===== config.mk =====
export PLATFORM = sky130hd
export DESIGN_NAME = survival_ratio_generation_tuner_flat
export DESIGN_NICKNAME = d
export VERILOG_FILES = /design/src/rtl/srgt_pkg.sv /design/src/rtl/srgt_if.sv /design/src/rtl/survival_ratio_generation_tuner.sv /design/src/flat_wrapper.sv
export SDC_FILE = /design/constraint.sdc
export NUM_CORES = 2
export LEC_CHECK = 0
export BUFFER_PORTS_ARGS = -buffer_cell sky130_fd_sc_hd__buf_2
export CORE_ASPECT_RATIO = 1.5
export CORE_MARGIN = 4
export CORE_UTILIZATION = 62
export CTS_CLUSTER_DIAMETER = 120
export DETAILED_ROUTE_END_ITERATION = 6
export HOLD_SLACK_MARGIN = 0.08
export PLACE_DENSITY_LB_ADDON = 0.25
export SKIP_LAST_GASP = 1
export SYNTH_ARGS = -nofsm -noshare
export SYNTH_HDL_FRONTEND = slang
export SYNTH_SLANG_ARGS = --single-unit

===== constraint.sdc =====
create_clock -name clk -period 7.7 [get_ports clk]
set_input_delay 1.925 -clock clk [delete_from_list [all_inputs] [get_ports clk]]
set_output_delay 1.925 -clock clk [all_outputs]
set_load 0.01 [all_outputs]

===== src/rtl/srgt_pkg.sv =====
// Shared constants and types for the survival ratio generation tuner.
// Used by the channel interfaces, the top level and the checker; no dependencies.
package srgt_pkg;

	// Field widths
	localparam int BYTES_W   = 36;
	localparam int AGE_W     = 8;
	localparam int FRAC_W    = 16;
	localparam int RATIO_W   = FRAC_W + 1;
	localparam int TARGET_W  = 16;
	localparam int WIN_W     = 6;
	localparam int TOTAL_W   = 32;

	// Configuration port
	localparam int CFG_IDX_W  = 3;
	localparam int CFG_DATA_W = BYTES_W;

	localparam logic [CFG_IDX_W-1:0] REG_MIN_NURSERY = 3'd0;
	localparam logic [CFG_IDX_W-1:0] REG_MAX_NURSERY = 3'd1;
	localparam logic [CFG_IDX_W-1:0] REG_MIN_AGE     = 3'd2;
	localparam logic [CFG_IDX_W-1:0] REG_MAX_AGE     = 3'd3;
	localparam logic [CFG_IDX_W-1:0] REG_TARGET      = 3'd4;
	localparam logic [CFG_IDX_W-1:0] REG_WINDOW      = 3'd5;

	// Register reset values
	localparam logic [BYTES_W-1:0]  RST_MIN_NURSERY = 36'd2097152;
	localparam logic [BYTES_W-1:0]  RST_MAX_NURSERY = 36'd16777216;
	localparam logic [AGE_W-1:0]    RST_MIN_AGE     = 8'd2;
	localparam logic [AGE_W-1:0]    RST_MAX_AGE     = 8'd8;
	localparam logic [TARGET_W-1:0] RST_TARGET      = 16'd9830;
	localparam logic [WIN_W-1:0]    RST_WINDOW      = 6'd8;

	// Unity survival ratio in Q1.16
	localparam logic [RATIO_W-1:0] Q_ONE = 17'h10000;
	localparam logic [AGE_W-1:0]   AGE_TOP = 8'hFF;

	localparam int RING_DEPTH_DEF = 32;

	typedef logic [BYTES_W-1:0] bytes_t;
	typedef logic [AGE_W-1:0]   age_t;
	typedef logic [TOTAL_W-1:0] total_t;

endpackage


===== src/rtl/srgt_if.sv =====
// Valid/ready channel interfaces for the survival ratio generation tuner:
// collection items in, tuning results out, and configuration writes.
// Depends on srgt_pkg for field widths.

interface srgt_in_if;
	logic                 valid;
	logic                 ready;
	srgt_pkg::bytes_t     allocated_bytes;
	srgt_pkg::bytes_t     survived_bytes;

	modport source (output valid, output allocated_bytes, output survived_bytes, input ready);
	modport sink   (input valid, input allocated_bytes, input survived_bytes, output ready);
endinterface

interface srgt_out_if;
	logic                 valid;
	logic                 ready;
	srgt_pkg::bytes_t     nursery_bytes;
	srgt_pkg::age_t       promote_age;
	logic                 nursery_changed;
	logic                 age_changed;
	srgt_pkg::total_t     resize_total;
	srgt_pkg::total_t     age_change_total;

	modport source (output valid, output nursery_bytes, output promote_age,
		output nursery_changed, output age_changed, output resize_total,
		output age_change_total, input ready);
	modport sink   (input valid, input nursery_bytes, input promote_age,
		input nursery_changed, input age_changed, input resize_total,
		input age_change_total, output ready);
endinterface

interface srgt_cfg_if;
	logic                                valid;
	logic                                ready;
	logic [srgt_pkg::CFG_IDX_W-1:0]      index;
	logic [srgt_pkg::CFG_DATA_W-1:0]     data;

	modport source (output valid, output index, output data, input ready);
	modport sink   (input valid, input index, input data, output ready);
endinterface


===== src/rtl/survival_ratio_generation_tuner.sv =====
// Survival ratio generation tuner: top level with FSM, bit-serial divider and ratio ring.
// Depends on srgt_pkg and the channel interfaces in srgt_if.sv.
// An accepted item passes through one compare state, 16 divider steps, the ring write and the
// output load before its result is offered; a zero allocation or full survival skips the divider.
// A rebalancing item adds a walk over the filled ratios, the mean divider steps and the decision
// states (decide, clamp, update). One item at a time: the next can be taken in the same cycle as
// the result is offered, and a stalled result holds the block. Reset: asynchronous, active low;
// registers take their documented defaults, ring unset.
module survival_ratio_generation_tuner #(
	parameter int RING_DEPTH = srgt_pkg::RING_DEPTH_DEF
) (
	input  logic       clk,
	input  logic       arst_n,
	srgt_in_if.sink    collect,
	srgt_out_if.source result,
	srgt_cfg_if.sink   cfg
);

	localparam int PTR_W  = (RING_DEPTH > 1) ? $clog2(RING_DEPTH) : 1;
	localparam int CNT_W  = $clog2(RING_DEPTH + 1);
	localparam int SUM_W  = srgt_pkg::RATIO_W + PTR_W;
	localparam int STEP_W = $clog2(SUM_W + 1);
	localparam int BW     = srgt_pkg::BYTES_W;
	localparam int AW     = srgt_pkg::AGE_W;
	localparam int RW     = srgt_pkg::RATIO_W;
	localparam int TW     = srgt_pkg::TARGET_W;

	localparam logic [3:0] S_IDLE  = 4'd0;
	localparam logic [3:0] S_PREP  = 4'd1;
	localparam logic [3:0] S_DIV   = 4'd2;
	localparam logic [3:0] S_WRITE = 4'd3;
	localparam logic [3:0] S_SUM   = 4'd4;
	localparam logic [3:0] S_DEC   = 4'd5;
	localparam logic [3:0] S_CLAMP = 4'd6;
	localparam logic [3:0] S_UPD   = 4'd7;
	localparam logic [3:0] S_DONE  = 4'd8;

	logic [3:0] state_q;

	// Configuration registers
	srgt_pkg::bytes_t min_n_q, max_n_q;
	srgt_pkg::age_t   min_a_q, max_a_q;
	logic [TW-1:0]    target_q;
	logic [srgt_pkg::WIN_W-1:0] win_q;

	// Tuning state
	logic [PTR_W-1:0] ptr_q;
	logic [CNT_W-1:0] filled_q;
	srgt_pkg::bytes_t nursery_q;
	srgt_pkg::age_t   age_q;
	srgt_pkg::total_t resize_cnt_q, age_cnt_q;

	// Divider
	logic [BW:0]       rem_q;
	srgt_pkg::bytes_t  dvs_q;
	logic [SUM_W-1:0]  dvd_q, quo_q;
	logic [STEP_W-1:0] step_q;
	logic              mean_mode_q;

	// Ring walk
	logic [RW-1:0]    ring [RING_DEPTH];
	logic [RW-1:0]    rdata_q;
	logic [CNT_W-1:0] issue_q, cnt_q;
	logic             rd_vld_s1;
	logic [SUM_W-1:0] sum_q;

	// Decision and candidates
	logic             grow_n_q, grow_a_q, shrink_q, shrink_ok_q;
	logic [BW:0]      dbl_q;
	srgt_pkg::bytes_t half_q, cand_n_q;
	srgt_pkg::age_t   inc_q, dec_q, cand_a_q;

	// Output register
	logic             out_valid_q, ncg_q, acg_q;
	srgt_pkg::bytes_t out_n_q;
	srgt_pkg::age_t   out_a_q;
	logic             out_ncg_q, out_acg_q;
	srgt_pkg::total_t out_rc_q, out_ac_q;

	logic [CNT_W-1:0] w_eff;
	logic [PTR_W-1:0] wr_ptr;
	logic [CNT_W-1:0] next_ptr, filled_next;
	logic             wrap;
	logic [BW:0]      div_r2;
	logic             div_ge;
	logic             div_last;
	logic             out_free;
	logic [RW-1:0]    avg;

	// A window of zero behaves as one, and anything beyond the ring as the full ring.
	always_comb begin
		if (win_q == '0)
			w_eff = CNT_W'(1);
		else if (int'(win_q) > RING_DEPTH)
			w_eff = CNT_W'(RING_DEPTH);
		else
			w_eff = CNT_W'(win_q);
	end

	// The pointer restarts if the window shrank beneath it.
	assign wr_ptr      = (CNT_W'(ptr_q) >= w_eff) ? '0 : ptr_q;
	assign next_ptr    = CNT_W'(wr_ptr) + CNT_W'(1);
	assign wrap        = next_ptr >= w_eff;
	assign filled_next = (filled_q < w_eff) ? filled_q + CNT_W'(1) : w_eff;

	// One restoring step: bring down the next dividend bit and try the subtraction.
	assign div_r2   = {rem_q[BW-1:0], dvd_q[SUM_W-1]};
	assign div_ge   = div_r2 >= {1'b0, dvs_q};
	assign div_last = step_q == STEP_W'(1);

	assign out_free = !out_valid_q || result.ready;
	assign avg      = quo_q[RW-1:0];

	assign collect.ready = state_q == S_IDLE;
	assign cfg.ready     = 1'b1;

	assign result.valid            = out_valid_q;
	assign result.nursery_bytes    = out_n_q;
	assign result.promote_age      = out_a_q;
	assign result.nursery_changed  = out_ncg_q;
	assign result.age_changed      = out_acg_q;
	assign result.resize_total     = out_rc_q;
	assign result.age_change_total = out_ac_q;

	// Ratio ring
	always_ff @(posedge clk) begin
		if (state_q == S_WRITE)
			ring[wr_ptr] <= quo_q[RW-1:0];
	end

	always_ff @(posedge clk) begin
		if (state_q == S_SUM && issue_q < cnt_q)
			rdata_q <= ring[issue_q[PTR_W-1:0]];
	end

	// Control state
	always_ff @(posedge clk or negedge arst_n) begin
		if (!arst_n) begin
			state_q      <= S_IDLE;
			min_n_q      <= srgt_pkg::RST_MIN_NURSERY;
			max_n_q      <= srgt_pkg::RST_MAX_NURSERY;
			min_a_q      <= srgt_pkg::RST_MIN_AGE;
			max_a_q      <= srgt_pkg::RST_MAX_AGE;
			target_q     <= srgt_pkg::RST_TARGET;
			win_q        <= srgt_pkg::RST_WINDOW;
			ptr_q        <= '0;
			filled_q     <= '0;
			nursery_q    <= srgt_pkg::RST_MIN_NURSERY;
			age_q        <= srgt_pkg::RST_MIN_AGE;
			resize_cnt_q <= '0;
			age_cnt_q    <= '0;
			step_q       <= '0;
			mean_mode_q  <= 1'b0;
			issue_q      <= '0;
			cnt_q        <= '0;
			rd_vld_s1    <= 1'b0;
			out_valid_q  <= 1'b0;
		end else begin
			if (cfg.valid && cfg.ready) begin
				unique case (cfg.index)
					srgt_pkg::REG_MIN_NURSERY: begin
						min_n_q   <= cfg.data;
						nursery_q <= cfg.data;
					end
					srgt_pkg::REG_MAX_NURSERY: max_n_q <= cfg.data;
					srgt_pkg::REG_MIN_AGE: begin
						min_a_q <= cfg.data[AW-1:0];
						age_q   <= cfg.data[AW-1:0];
					end
					srgt_pkg::REG_MAX_AGE: max_a_q <= cfg.data[AW-1:0];
					srgt_pkg::REG_TARGET:  target_q <= cfg.data[TW-1:0];
					srgt_pkg::REG_WINDOW:  win_q <= cfg.data[srgt_pkg::WIN_W-1:0];
					default: ;
				endcase
			end

			if (state_q == S_DONE && out_free)
				out_valid_q <= 1'b1;
			else if (result.ready)
				out_valid_q <= 1'b0;

			unique case (state_q)
				S_IDLE: begin
					if (collect.valid)
						state_q <= S_PREP;
				end
				S_PREP: begin
					if (dvs_q == '0 || rem_q >= {1'b0, dvs_q}) begin
						state_q <= S_WRITE;
					end else begin
						step_q      <= STEP_W'(srgt_pkg::FRAC_W);
						mean_mode_q <= 1'b0;
						state_q     <= S_DIV;
					end
				end
				S_DIV: begin
					step_q <= step_q - STEP_W'(1);
					if (div_last)
						state_q <= mean_mode_q ? S_DEC : S_WRITE;
				end
				S_WRITE: begin
					filled_q <= filled_next;
					if (wrap) begin
						ptr_q   <= '0;
						cnt_q   <= filled_next;
						issue_q <= '0;
						state_q <= S_SUM;
					end else begin
						ptr_q   <= next_ptr[PTR_W-1:0];
						state_q <= S_DONE;
					end
				end
				S_SUM: begin
					if (issue_q < cnt_q) begin
						issue_q   <= issue_q + CNT_W'(1);
						rd_vld_s1 <= 1'b1;
					end else begin
						rd_vld_s1 <= 1'b0;
					end
					if (issue_q == cnt_q && !rd_vld_s1) begin
						step_q      <= STEP_W'(SUM_W);
						mean_mode_q <= 1'b1;
						state_q     <= S_DIV;
					end
				end
				S_DEC: state_q <= S_CLAMP;
				S_CLAMP: state_q <= S_UPD;
				S_UPD: begin
					if (cand_n_q != nursery_q) begin
						nursery_q    <= cand_n_q;
						resize_cnt_q <= resize_cnt_q + srgt_pkg::TOTAL_W'(1);
					end
					if (cand_a_q != age_q) begin
						age_q     <= cand_a_q;
						age_cnt_q <= age_cnt_q + srgt_pkg::TOTAL_W'(1);
					end
					state_q <= S_DONE;
				end
				S_DONE: begin
					if (out_free)
						state_q <= S_IDLE;
				end
				default: state_q <= S_IDLE;
			endcase
		end
	end

	// Datapath registers
	always_ff @(posedge clk) begin
		case (state_q)
			S_IDLE: begin
				if (collect.valid) begin
					dvs_q <= collect.allocated_bytes;
					rem_q <= {1'b0, collect.survived_bytes};
				end
			end
			S_PREP: begin
				dvd_q <= '0;
				if (dvs_q == '0)
					quo_q <= '0;
				else if (rem_q >= {1'b0, dvs_q})
					quo_q <= SUM_W'(srgt_pkg::Q_ONE);
				else
					quo_q <= '0;
			end
			S_DIV: begin
				rem_q <= div_ge ? div_r2 - {1'b0, dvs_q} : div_r2;
				quo_q <= {quo_q[SUM_W-2:0], div_ge};
				dvd_q <= {dvd_q[SUM_W-2:0], 1'b0};
			end
			S_WRITE: begin
				ncg_q <= 1'b0;
				acg_q <= 1'b0;
				sum_q <= '0;
			end
			S_SUM: begin
				if (rd_vld_s1)
					sum_q <= sum_q + SUM_W'(rdata_q);
				if (issue_q == cnt_q && !rd_vld_s1) begin
					rem_q <= '0;
					dvd_q <= rd_vld_s1 ? sum_q + SUM_W'(rdata_q) : sum_q;
					dvs_q <= BW'(cnt_q);
					quo_q <= '0;
				end
			end
			S_DEC: begin
				grow_n_q    <= avg > {target_q, 1'b0};
				grow_a_q    <= {avg, 1'b0} > ({2'b00, target_q} + {1'b0, target_q, 1'b0});
				shrink_q    <= {avg, 1'b0} < {2'b00, target_q};
				shrink_ok_q <= nursery_q > min_n_q;
				dbl_q       <= {nursery_q, 1'b0};
				half_q      <= {1'b0, nursery_q[BW-1:1]};
				inc_q       <= (age_q == srgt_pkg::AGE_TOP) ? age_q : age_q + AW'(1);
				dec_q       <= (age_q == '0) ? age_q : age_q - AW'(1);
			end
			S_CLAMP: begin
				// Growth may lower a nursery already above its maximum.
				if (grow_n_q)
					cand_n_q <= (dbl_q > {1'b0, max_n_q}) ? max_n_q : dbl_q[BW-1:0];
				else if (shrink_q && shrink_ok_q)
					cand_n_q <= (half_q < min_n_q) ? min_n_q : half_q;
				else
					cand_n_q <= nursery_q;

				if (grow_a_q)
					cand_a_q <= (inc_q > max_a_q) ? max_a_q : inc_q;
				else if (shrink_q)
					cand_a_q <= (dec_q < min_a_q) ? min_a_q : dec_q;
				else
					cand_a_q <= age_q;
			end
			S_UPD: begin
				ncg_q <= cand_n_q != nursery_q;
				acg_q <= cand_a_q != age_q;
			end
			S_DONE: begin
				if (out_free) begin
					out_n_q   <= nursery_q;
					out_a_q   <= age_q;
					out_ncg_q <= ncg_q;
					out_acg_q <= acg_q;
					out_rc_q  <= resize_cnt_q;
					out_ac_q  <= age_cnt_q;
				end
			end
			default: ;
		endcase
	end

endmodule


===== src/flat_wrapper.sv =====
// flat-port wrapper written by rule: the top's interface ports become plain ports
module survival_ratio_generation_tuner_flat 
#(
	parameter int RING_DEPTH = srgt_pkg::RING_DEPTH_DEF
)
  (clk, arst_n, collect_valid, collect_allocated_bytes, collect_survived_bytes, collect_ready, result_valid, result_nursery_bytes, result_promote_age, result_nursery_changed, result_age_changed, result_resize_total, result_age_change_total, result_ready, cfg_valid, cfg_index, cfg_data, cfg_ready);
  srgt_in_if collect_i ();
  srgt_out_if result_i ();
  srgt_cfg_if cfg_i ();
  input  logic clk;
  input  logic arst_n;
  input wire logic [$bits(collect_i.valid)-1:0] collect_valid;
  input wire logic [$bits(collect_i.allocated_bytes)-1:0] collect_allocated_bytes;
  input wire logic [$bits(collect_i.survived_bytes)-1:0] collect_survived_bytes;
  output wire logic [$bits(collect_i.ready)-1:0] collect_ready;
  output wire logic [$bits(result_i.valid)-1:0] result_valid;
  output wire logic [$bits(result_i.nursery_bytes)-1:0] result_nursery_bytes;
  output wire logic [$bits(result_i.promote_age)-1:0] result_promote_age;
  output wire logic [$bits(result_i.nursery_changed)-1:0] result_nursery_changed;
  output wire logic [$bits(result_i.age_changed)-1:0] result_age_changed;
  output wire logic [$bits(result_i.resize_total)-1:0] result_resize_total;
  output wire logic [$bits(result_i.age_change_total)-1:0] result_age_change_total;
  input wire logic [$bits(result_i.ready)-1:0] result_ready;
  input wire logic [$bits(cfg_i.valid)-1:0] cfg_valid;
  input wire logic [$bits(cfg_i.index)-1:0] cfg_index;
  input wire logic [$bits(cfg_i.data)-1:0] cfg_data;
  output wire logic [$bits(cfg_i.ready)-1:0] cfg_ready;
  assign collect_i.valid = collect_valid;
  assign collect_i.allocated_bytes = collect_allocated_bytes;
  assign collect_i.survived_bytes = collect_survived_bytes;
  assign collect_ready = collect_i.ready;
  assign result_valid = result_i.valid;
  assign result_nursery_bytes = result_i.nursery_bytes;
  assign result_promote_age = result_i.promote_age;
  assign result_nursery_changed = result_i.nursery_changed;
  assign result_age_changed = result_i.age_changed;
  assign result_resize_total = result_i.resize_total;
  assign result_age_change_total = result_i.age_change_total;
  assign result_i.ready = result_ready;
  assign cfg_i.valid = cfg_valid;
  assign cfg_i.index = cfg_index;
  assign cfg_i.data = cfg_data;
  assign cfg_ready = cfg_i.ready;
  survival_ratio_generation_tuner #(.RING_DEPTH(RING_DEPTH)) u_core (.clk(clk), .arst_n(arst_n), .collect(collect_i), .result(result_i), .cfg(cfg_i));
endmodule

==> flow_summary_export.csv <==
group,metric,value,unit
sta,totalNegativeSetupSlack,0,ns
worst_setup_path,r2r_start,"u_core.win_q[1]",
sta,setup_viol,0,
global_route,grt_pass1_vias,35900,
finish,multi_input_area,20300,um2
worst_setup_path,r2r_cells,23,
worst_setup_path,worst-path-buf-inv,0,
die,initial_utilization,62.7,%
global_route,grt_max_degree,151,
yosys,synth.top_cell.area_share,49.4,%
yosys,synth_top_cells_by_count,"edfxtp_1 (907), nand2_1 (333), ha_1 (307)",
sta,finalClockSkew,0.0259,ns
clock_tree,clock_path_buffers,3,
worst_setup_path,rr_endpoint,"u_core.issue_q[4]",
sta,slew_viol_final,0,
finish,areaGrowthSynthToFinish,10.8,%
detailed_routing,wl,136000,um
yosys,ys_seq_area_share,60.9,%
yosys,synth_seq_cells,1160,
clock_tree,cts_setup_buffers,0,
sta,fmax,187,MHz
die,die_area,93900,um2
clock_tree,postCtsHoldBufs,0,
finish,regArea,33600,um2
worst_setup_path,worstPathCellList,"nor4_1 > nor2_1 > nor2_1 > ha_1 > nand2b_1 > a21oi_1 > nor2b_1 > o21ai_0 > nand2b_1 > a21oi_1 > nor2_1 > nor2_1 > ha_1 > ha_1 > a21o_1 > a21o_1 > a21o_1 > a21o_1 > a211oi_1 > nor2_1 > nand4_1 > xor2_1 > nor2_1",
die,coreArea,88000,um2
worst_setup_path,startpoint_type,"flip-flop",
detailed_routing,drtIter0Drc,3233,
clock_tree,cts_resized,0,
worst_setup_path,crit_start,"u_core.win_q[1]",
worst_setup_path,critical_path_cell_count,23,
finish,fillers,5789,
yosys,synth_ff_type,"edfxtp_1",
yosys,yosys_warnings,0,
place,port_buffers,227,
detailed_routing,ant_nets,0,
place,dpl.hpwl,88900,um
detailed_routing,drc_errors,0,
yosys,yosysTopAreaCell,"edfxtp_1",
die,rows,133,
yosys,syn_area,55200,um2
finish,layout-drive-gt1-share,16.8,%
finish,stdcell_area,61200,um2
power_and_ir_drop,p_leak,23.9,nW
clock_tree,cts_max_level,3,
yosys,synth_area_leaders,"edfxtp_1 (49%), dfrtp_1 (11%), ha_1 (7.0%)",
worst_setup_path,critPathSlowestCell,"a211oi_1",
sta,finalWorstSetupSlack,2.35,ns
sta,period_minus_slack,5.35,ns
place,gp_congestion,0.909,
yosys,synth_cell_types,87,
worst_setup_path,crit_fanout,8,
worst_setup_path,worstSetupPathType,"flip-flop to flip-flop",
worst_setup_path,crit_end,"u_core.issue_q[4]",
sta,tightest_slew,1.22,ns
detailed_routing,first_pass_iters,6,
worst_setup_path,cpMostUsedCell,"nor2_1",
global_route,antenna_found_initial,9,
yosys,synthArstFlopShare,21.8,%
global_route,overflow,0,
worst_setup_path,critPathMaxStageDelay,0.57,ns
die,pin_count,229,
clock_tree,clock-sinks,1160,
place,place_area,57800,um2
detailed_routing,routedWlPerCell,24.6,um
clock_tree,numCtsBuffers,106,
detailed_routing,vias,35100,
global_route,grt_first_pass_wirelength,210000,um
power_and_ir_drop,p_per_area,366,nW/um2
die,chipHeight,373,um
place,dp_slack,2.46,ns
sta,max_slew_margin,18.3,%
worst_setup_path,r2r_slack,2.35,ns
hold_path,hold_path_class,"flip-flop to flip-flop",
clock_tree,insertion_delay,0.70,ns
worst_setup_path,required,8.25,ns
detailed_routing,vias_per_cell,6.35,
clock_tree,root_buffer,"clkbuf_16",
yosys,synth_edf_count,907,
finish,nets,4716,
yosys,syn_avg_cell_area,13.6,um2
outcome,outcome,"completed",
worst_setup_path,path_delay_family,"simple AND/OR/NAND/NOR gates",
sta,post-route-period-util,69.5,%
yosys,syn-num-nets,4475,
clock_tree,clkTransAtPathRegs,0.06,ns
sta,rsz0062_at_grt,"no",
yosys,synthCells,4048,
power_and_ir_drop,ir_drop,0.285,mV
clock_tree,cts_tree,"done",
yosys,synth.most_common_cell,"edfxtp_1",
worst_setup_path,cp-end-kind,"flip-flop",
sta,hold_viol,0,
die,dieWidth,252,um
global_route,grt_use_total,28.9,%
worst_setup_path,cp_data_arrival_time,5.91,ns
job,max_cap_viol_count,0,
==> cells by family after synthesis <==
kind of cell,share of synthesized area (%)
flops,60.9
compound gates,9.48
fa+ha+maj,7.11
xor+xnor,2.86
buf+inv,2.55
simple gates,8.26
other cells,0.00680
mux,8.86
==> placed cells by master, fill, tap and decap left out, types with 24 or more instances in the layout <==
master and instances:
a211o_1 36, a21o_1 166, a21oi_1 181, and2_1 45
and3_1 28, buf_2 226, buf_4 73, clkbuf_1 26
clkbuf_16 109, dfrtp_1 235, edfxtp_1 907, ha_1 307
inv_1 186, mux2_2 38, mux2i_1 63, mux4_2 170
nand2_1 332, nand3_1 92, nand4_1 68, nor2_1 200
nor2b_1 28, nor3_1 37, nor4_1 24, o211ai_1 53
o21a_1 43, o21ai_0 212, xnor2_1 112, xor2_1 68
==> per-stage QoR <==
stage          cells  utilization [%]  power (mW)  hold WS, ns
2_1_floorplan   4048                -        14.8        0.400
3_3_place_gp    5328             65.6        16.9        0.402
3_5_place_dp    5328             65.6        17.1        0.405
4_1_cts         5527             69.5        22.4        0.422
5_1_grt         5530             69.5        23.6        0.425
6_report        5531             69.5        22.4        0.424
==> registers in the layout (all words and copies together) (netlist names), 32 cells and up <==
register	cells
u_core.result.resize_total	32
u_core.cand_n_q	36
u_core.age_cnt_q	32
u_core.rem_q	37
u_core.resize_cnt_q	32
u_core.nursery_q	36
u_core.max_n_q	36
u_core.ring	544
u_core.min_n_q	36
u_core.dbl_q	36
u_core.result.age_change_total	32
u_core.dvs_q	36
u_core.result.nursery_bytes	36
==> worst min-delay path by stage <==
stage	slack (ns)	cells past startpoint	to	startpoint
floorplan	0.40	0	u_core.result.age_changed	u_core.acg_q
global placement	0.40	0	u_core.result.age_changed	u_core.acg_q
detailed placement	0.41	0	u_core.result.nursery_changed	u_core.ncg_q
CTS	0.42	0	u_core.result.age_changed	u_core.acg_q
global route	0.43	0	u_core.result.age_changed	u_core.acg_q
finish	0.42	0	u_core.result.nursery_changed	u_core.ncg_q
==> final cells by class <==
| class | instances | share of cell area (%) |
|---|---|---|
| Clock inverter | 56 | 0.735 |
| Antenna cell | 4 | 0.0164 |
| Tap cell | 1147 | 2.35 |
| Multi-Input combinational cell | 2532 | 33.2 |
| Sequential cell | 1160 | 54.9 |
| Timing Repair Buffer | 302 | 2.84 |
| Clock buffer | 143 | 4.80 |
| Inverter | 187 | 1.15 |
==> where the power goes <==
part	total [mW]	switching (mW)	internal [mW]	leakage, nW
combinational	7.77	4.62	3.15	10.7
sequential	9.39	0.971	8.42	11.6
clock	5.21	2.36	2.85	1.67
==> routing by layer <==
| layer | up-vias | wire [um] | GRT usage (%) |
|---|---|---|---|
| met5 | - | 53 | 0 |
| met4 | 8 | 6070 | 12.2 |
| met3 | 342 | 9020 | 3.92 |
| met2 | 1538 | 71600 | 51.4 |
| met1 | 17500 | 49600 | 35.6 |
| li1 | 15800 | - | - |
Note: power is estimated with default switching activity, not from simulation.
